File: src/hw/rtl/rhr_pkg.sv
// ----------------------------------------------------------------------------
// rhr_pkg: shared types and constants of the hue rotation pipeline
// Fixed-point formats, divider widths and the per-item side data that
// travels alongside the long division stages.
// ----------------------------------------------------------------------------
package rhr_pkg;

    localparam int QUO_W    = 25;
    localparam int DIVD_W   = 33;
    localparam int DIVR_W   = 8;
    localparam int LQ_W     = 17;
    localparam int HUE_W    = 25;
    localparam int W_W      = 22;
    localparam int PIPE_LEN = QUO_W + 6;

    localparam int IDX_DIV  = QUO_W;
    localparam int IDX_B    = QUO_W + 1;
    localparam int IDX_C    = QUO_W + 2;
    localparam int IDX_D    = QUO_W + 3;
    localparam int IDX_E    = QUO_W + 4;

    localparam logic [W_W-1:0]   SIXTY      = 22'd3932160;
    localparam logic [HUE_W-1:0] THIRD_TURN = 25'd7864320;
    localparam logic [HUE_W-1:0] FULL_TURN  = 25'd23592960;
    localparam logic [LQ_W-1:0]  HALF_Q     = 17'd32768;

    typedef struct packed {
        logic             gray;
        logic [7:0]       mx;
        logic [LQ_W-1:0]  lq;
        logic [8:0]       off;
    } side_t;

    function automatic logic [W_W-1:0] ramp_weight(input logic [HUE_W-1:0] deg);
        logic [HUE_W-1:0] s1;
        logic [HUE_W-1:0] s3;
        logic [HUE_W-1:0] s4;
        logic [HUE_W-1:0] dif;
        s1 = HUE_W'(SIXTY);
        s3 = HUE_W'(3) * HUE_W'(SIXTY);
        s4 = HUE_W'(4) * HUE_W'(SIXTY);
        dif = s4 - deg;
        if (deg < s1)
            return deg[W_W-1:0];
        else if (deg < s3)
            return SIXTY;
        else if (deg < s4)
            return dif[W_W-1:0];
        else
            return '0;
    endfunction

endpackage

File: src/hw/rtl/rhr_div_pipe.sv
// ----------------------------------------------------------------------------
// rhr_div_pipe: pipelined restoring divider
// Resolves one quotient bit per register stage, most significant bit first.
// The dividend must be below divisor times two to the quotient width.
// ----------------------------------------------------------------------------
module rhr_div_pipe (
    input  logic                       clk,
    input  logic                       en,
    input  logic [rhr_pkg::DIVD_W-1:0] dividend,
    input  logic [rhr_pkg::DIVR_W-1:0] divisor,
    output logic [rhr_pkg::QUO_W-1:0]  quotient
);

    logic [rhr_pkg::DIVD_W-1:0] rem_reg [rhr_pkg::QUO_W-1];
    logic [rhr_pkg::DIVR_W-1:0] dvs_reg [rhr_pkg::QUO_W-1];
    logic [rhr_pkg::QUO_W-1:0]  quo_reg [rhr_pkg::QUO_W];

    for (genvar k = 0; k < rhr_pkg::QUO_W; k++) begin : g_stage
        logic [rhr_pkg::DIVD_W-1:0] rem_in;
        logic [rhr_pkg::DIVR_W-1:0] dvs_in;
        logic [rhr_pkg::QUO_W-1:0]  quo_in;
        logic [rhr_pkg::DIVD_W-1:0] trial;
        logic                       ge;

        if (k == 0) begin : g_first
            assign rem_in = dividend;
            assign dvs_in = divisor;
            assign quo_in = '0;
        end
        else begin : g_next
            assign rem_in = rem_reg[k-1];
            assign dvs_in = dvs_reg[k-1];
            assign quo_in = quo_reg[k-1];
        end

        assign trial = rhr_pkg::DIVD_W'(dvs_in) << (rhr_pkg::QUO_W - 1 - k);
        assign ge    = rem_in >= trial;

        always_ff @(posedge clk)
        begin
            if (en)
            begin
                quo_reg[k] <= {quo_in[rhr_pkg::QUO_W-2:0], ge};
            end
        end

        if (k < rhr_pkg::QUO_W - 1) begin : g_keep
            always_ff @(posedge clk)
            begin
                if (en)
                begin
                    rem_reg[k] <= ge ? rem_in - trial : rem_in;
                    dvs_reg[k] <= dvs_in;
                end
            end
        end
    end

    assign quotient = quo_reg[rhr_pkg::QUO_W-1];

endmodule

File: config.mk
export PLATFORM = sky130hd
export DESIGN_NAME = rhr_div_pipe
export DESIGN_NICKNAME = d
export VERILOG_FILES = /design/src/hw/rtl/rhr_pkg.sv /design/src/hw/rtl/rhr_div_pipe.sv
export SDC_FILE = /design/constraint.sdc
export NUM_CORES = 2
export LEC_CHECK = 0
export BUFFER_PORTS_ARGS = -buffer_cell sky130_fd_sc_hd__buf_4
export CAP_MARGIN = 0
export CORE_ASPECT_RATIO = 1.2
export CORE_UTILIZATION = 60
export CTS_BUF_LIST = sky130_fd_sc_hd__clkbuf_8
export CTS_CLUSTER_SIZE = 30
export DETAILED_ROUTE_END_ITERATION = 10
export PLACE_DENSITY = 0.77
export SYNTH_ARGS = -nofsm -noshare
export SYNTH_HDL_FRONTEND = slang
export SYNTH_SLANG_ARGS = --single-unit
File: constraint.sdc
create_clock -name clk -period 5.7 [get_ports clk]
set_input_delay 0.57 -clock clk [delete_from_list [all_inputs] [get_ports clk]]
set_output_delay 0.57 -clock clk [all_outputs]
set_load 0.02 [all_outputs]
### Yosys cells after proc, flatten, opt, wreduce, memory -nomap -nowiden

Memories as Yosys holds them, arrays and structs flattened.
Cells that the tools add are included.

| operators by class | value |
|---|---|
| $add $sub $neg | 24 |
| magnitude comparators | 25 |
| muxes and demuxes | 26 |

Operators with widths:

| cell | count |
|---|---|
| 2-to-1 mux 33 bit | 24 |
| greater-or-equal comparator 33 x 10 -> 1 bit | 1 |
| greater-or-equal comparator 33 x 11 -> 1 bit | 1 |
| greater-or-equal comparator 33 x 12 -> 1 bit | 1 |
| greater-or-equal comparator 33 x 13 -> 1 bit | 1 |
| greater-or-equal comparator 33 x 14 -> 1 bit | 1 |
| greater-or-equal comparator 33 x 15 -> 1 bit | 1 |
| greater-or-equal comparator 33 x 16 -> 1 bit | 1 |
| greater-or-equal comparator 33 x 17 -> 1 bit | 1 |
| greater-or-equal comparator 33 x 18 -> 1 bit | 1 |
| greater-or-equal comparator 33 x 19 -> 1 bit | 1 |
| greater-or-equal comparator 33 x 20 -> 1 bit | 1 |
| greater-or-equal comparator 33 x 21 -> 1 bit | 1 |
| greater-or-equal comparator 33 x 22 -> 1 bit | 1 |
| greater-or-equal comparator 33 x 23 -> 1 bit | 1 |
| greater-or-equal comparator 33 x 24 -> 1 bit | 1 |
| greater-or-equal comparator 33 x 25 -> 1 bit | 1 |
| greater-or-equal comparator 33 x 26 -> 1 bit | 1 |
| greater-or-equal comparator 33 x 27 -> 1 bit | 1 |
| greater-or-equal comparator 33 x 28 -> 1 bit | 1 |
| greater-or-equal comparator 33 x 29 -> 1 bit | 1 |
| greater-or-equal comparator 33 x 30 -> 1 bit | 1 |
| greater-or-equal comparator 33 x 31 -> 1 bit | 1 |
| greater-or-equal comparator 33 x 32 -> 1 bit | 1 |
| 27 further kinds | 28 |

| word-level totals | value |
|---|---|
| register bits after elaboration | 0 |
| bits in writable memories | 1,609 |
| input port bits | 43 |
| word-level logic and storage cells | 78 |
| memories | 3 |

Memory list:

| name | words | bits a word | read ports | clocked after memory_dff | wr ports | RTL line | source |
|---|---|---|---|---|---|---|---|
| rem_reg | 24 | 33 | 24 | 0 | 24 | rhr_div_pipe.sv:14 | `logic [rhr_pkg::DIVD_W-1:0] rem_reg [rhr_pkg::QUO_W-1];` |
| quo_reg | 25 | 25 | 25 | 0 | 25 | rhr_div_pipe.sv:16 | `logic [rhr_pkg::QUO_W-1:0] quo_reg [rhr_pkg::QUO_W];` |
| dvs_reg | 24 | 8 | 24 | 0 | 24 | rhr_div_pipe.sv:15 | `logic [rhr_pkg::DIVR_W-1:0] dvs_reg [rhr_pkg::QUO_W-1];` |

### Longest topological paths before layout

An unclocked memory read counts as a cell.

| depth | value |
|---|---|
| depth in word-level cells | 3 |
| depth in mapped cells | 12 |
| mapped depth without buffers | 12 |

### Worst setup path after synthesis

No wires, ideal clock.

| timing path | value |
|---|---|
| path type | register -> register |
| start point | mem rem_reg[2][135] (netlist bit) |
| end point | mem rem_reg[2][196] (netlist bit) (data pin) |
| library setup time | 0.258 ns |
| data arrival time | 2.705 ns |
| setup slack | 2.737 ns |
| stages on the path, launching flop included | 12 |
| path buffers | 0 |
| cell sequence | edfxtp_1 -> inv_1 -> ha_1 -> inv_1 -> fa_1 -> a21o_1 -> a21oi_1 -> o22ai_1 -> nor4_4 -> nand2_2 -> or4_4 -> xnor2_2 |

RTL lines:

| item | RTL line |
|---|---|
| from (decl) | rhr_div_pipe.sv:14 |

==> qor.yml <==
outcome: "finished, final reports clean"
gp_congestion: 0.9060
grt-ovfl-total: 0
crit_fanout: 19
crit_top_cell: "nor4_1"
ys_top_cells_by_area: "edfxtp_1 68%, ha_1 4.4%, xor2_1 3.1%"
hold_class: "in -> reg"
synth_nets: 4320
critical_path_buf_inv_count: 0
ys_ff_latch: 1309
synth.most_common_cell: "edfxtp_1"
ios: 68
crit_required_ns: 6.31
grt_usage: 0.2213
synthArstFlopShare: 0
synth_warnings: 0
report.final.slew_viol_count: 0
drive_above_1_share: 0.09505
grt_pass1_vias: 32820
area_delta_synth_final_pct: 10.65
synth.distinct_cells: 85
clk_path_buf_depth: 3
firstDrtPassIters: 8
largest_reg_flops: 792
cts.sinks: 1309
peakVddDrop_mv: 0.2448
critPathKind: "reg -> reg"
cpMaxStageDelayCell: "nor3b_2"
timing.rr.start: "rem_reg[2][218]$_DFFE_PP_"
initial_core_util: 0.6086
hold_ws_ns: 0.1065
antenna_found_initial: 2
drt-met1-wl_um: 38450
top_layer: "met4"
fmax_ghz: 0.2655
drc_errors: 0
syn_area_per_cell_um2: 14.17
post-route-min-period_ns: 3.766
wl_met2_um: 59430
relSlewSlack: 0.1161
coreArea_mm2: 0.09434
postSynthCellCount: 4053
critPathTopFamily: "simple AND/OR/NAND/NOR gates"
routed-via-count: 32790
setup_ws_ns: 1.934
grt_first_pass_wirelength_um: 167300
cp.arrival_ns: 4.37
dr_wl_met3_um: 4632
fin_nets: 4592
clkTransAtPathRegs_ns: 0.06
clock-skew-final_ns: 0.04362
htree_levels: 4
cts_root_buffer: "clkbuf_8"
port_buffers: 67
dp.cells: 5343
final_antenna_net_count: 0
dr.first_iter.drc_count: 2090
pre_cts_ws_ns: 2.008
synth_top_cell_by_area: "edfxtp_1"
post_drt_wl_per_cell_um: 18.60
clock_latency_ns: 0.85
maxCapViolCount: 0
hp-start: "dividend[24]"
cts_made_buffers: 191
finalSetupViolCount: 0
finalWirelength_um: 106600
die_w_um: 284.4
yosys.area.top_type_share: 0.6846
dpl.hpwl_um: 75700
setup_tns_ns: 0
max_stage_delay_ns: 0.82
path_cells: "or4_1 > nor4_1 > and4_1 > nor3b_2 > nor4_1 > and3_1 > xor2_1"
ys_dominant_reg_cell: "edfxtp_1"
hold_viol: 0
synth-edff-count: 1309
row_count: 123
power.density_mw_per_mm2: 383.1
synthTopCellsByCount: "1309 x edfxtp_1, 268 x inv_1, 264 x nor2_1"
dieArea_mm2: 0.09694
rsz0062_at_grt: "no"
p_total_mw: 24.34
finalCritPeriodShare: 0.6607
critPathLaunch: "rem_reg[2][218]$_DFFE_PP_"
grt_max_degree: 155
routed_via_density: 5.718
cp-end-kind: "register"
startpoint_type: "register"
cts_tree: "built"
yosysSeqAreaShare: 0.6846
p_leak_nw: 22.90
die_h_um: 340.9
worst_pin_slew_ns: 1.314
synth_area_mm2: 0.05741
finalNonFillerCells: 5734
[routing by layer]
layer,vias to the layer above,track usage
li1,15860,-
met1,15770,0.2321
met2,901,0.4255
met3,251,0.03596
met4,0,0.1069
met5,-,0
[cells in the final DEF (no fill, tap or decap), types with 50 or more instances in the layout]
cell and count:
a21oi_1 137, buf_4 78, clkbuf_8 191, clkinv_1 53, edfxtp_1 1309, ha_1 200
inv_1 321, nand2_1 227, nand2b_1 66, nand3_1 56, nor2_1 264, nor2b_1 51
nor3_1 129, nor4_1 116, o21a_1 50, o21ai_0 186, or3_1 60, xnor2_1 163
xor2_1 204
[cell families after synthesis]
logic type	Yosys count	share of synthesized area
simple gates	1214	0.1143
xor+xnor	368	0.05627
mux	37	0.007061
compound gates	581	0.06433
flops	1309	0.6846
fa+ha+maj	224	0.05195
buf+inv	320	0.02147
[repair_timing]
| item | CTS | global route |
|---|---|---|
| hold buffers | 39 | 0 |
| gates resized for setup | 0 | 0 |
| endpoints found under the hold margin | 39 | 0 |
| setup buffers | 0 | 0 |
[final timing paths]
path | cells past startpoint | endpoint | slack, ns
setup / recovery | 7 | rem_reg[2][263]$_DFFE_PP_ | 1.93
hold / removal | 3 | rem_reg[0][24]$_DFFE_PP_ | 0.11
setup reg to reg | 7 | rem_reg[2][263]$_DFFE_PP_ | 1.93
hold reg to reg | 0 | quo_reg[4][61]$_DFFE_PP_ | 0.39
[layout make-up]
cell class,count,area [um2]
antenna,2,5.005
fill,6375,30810
sequential,1309,39310
clock buffer,191,2629
tap,1250,1564
timing repair buffer,127,1176
multi-input combinational,2424,16890
inverter,272,1021
clock inverter,159,932.1
[through the flow]
stage / utilization / cell area (um2)
final: 0.6734 / 63530
after global routing: 0.6734 / 63530
after CTS: 0.6734 / 63520
after detailed placement: 0.6315 / 59570
after global placement: 0.6315 / 59570
after floorplan: - / 57410
[report_power, final]
part	internal, mW	switching [mW]
clock	3.41	3.51
sequential	12.2	0.878
combinational	1.87	2.49
[worst reg2reg max path, delay by kind of cell (launching register included)]
family,cells,cell delay (ns)
xor+xnor,1,0.13
simple gates,6,2.96
flops,1,0.42
(Power assumes the default switching activity.)
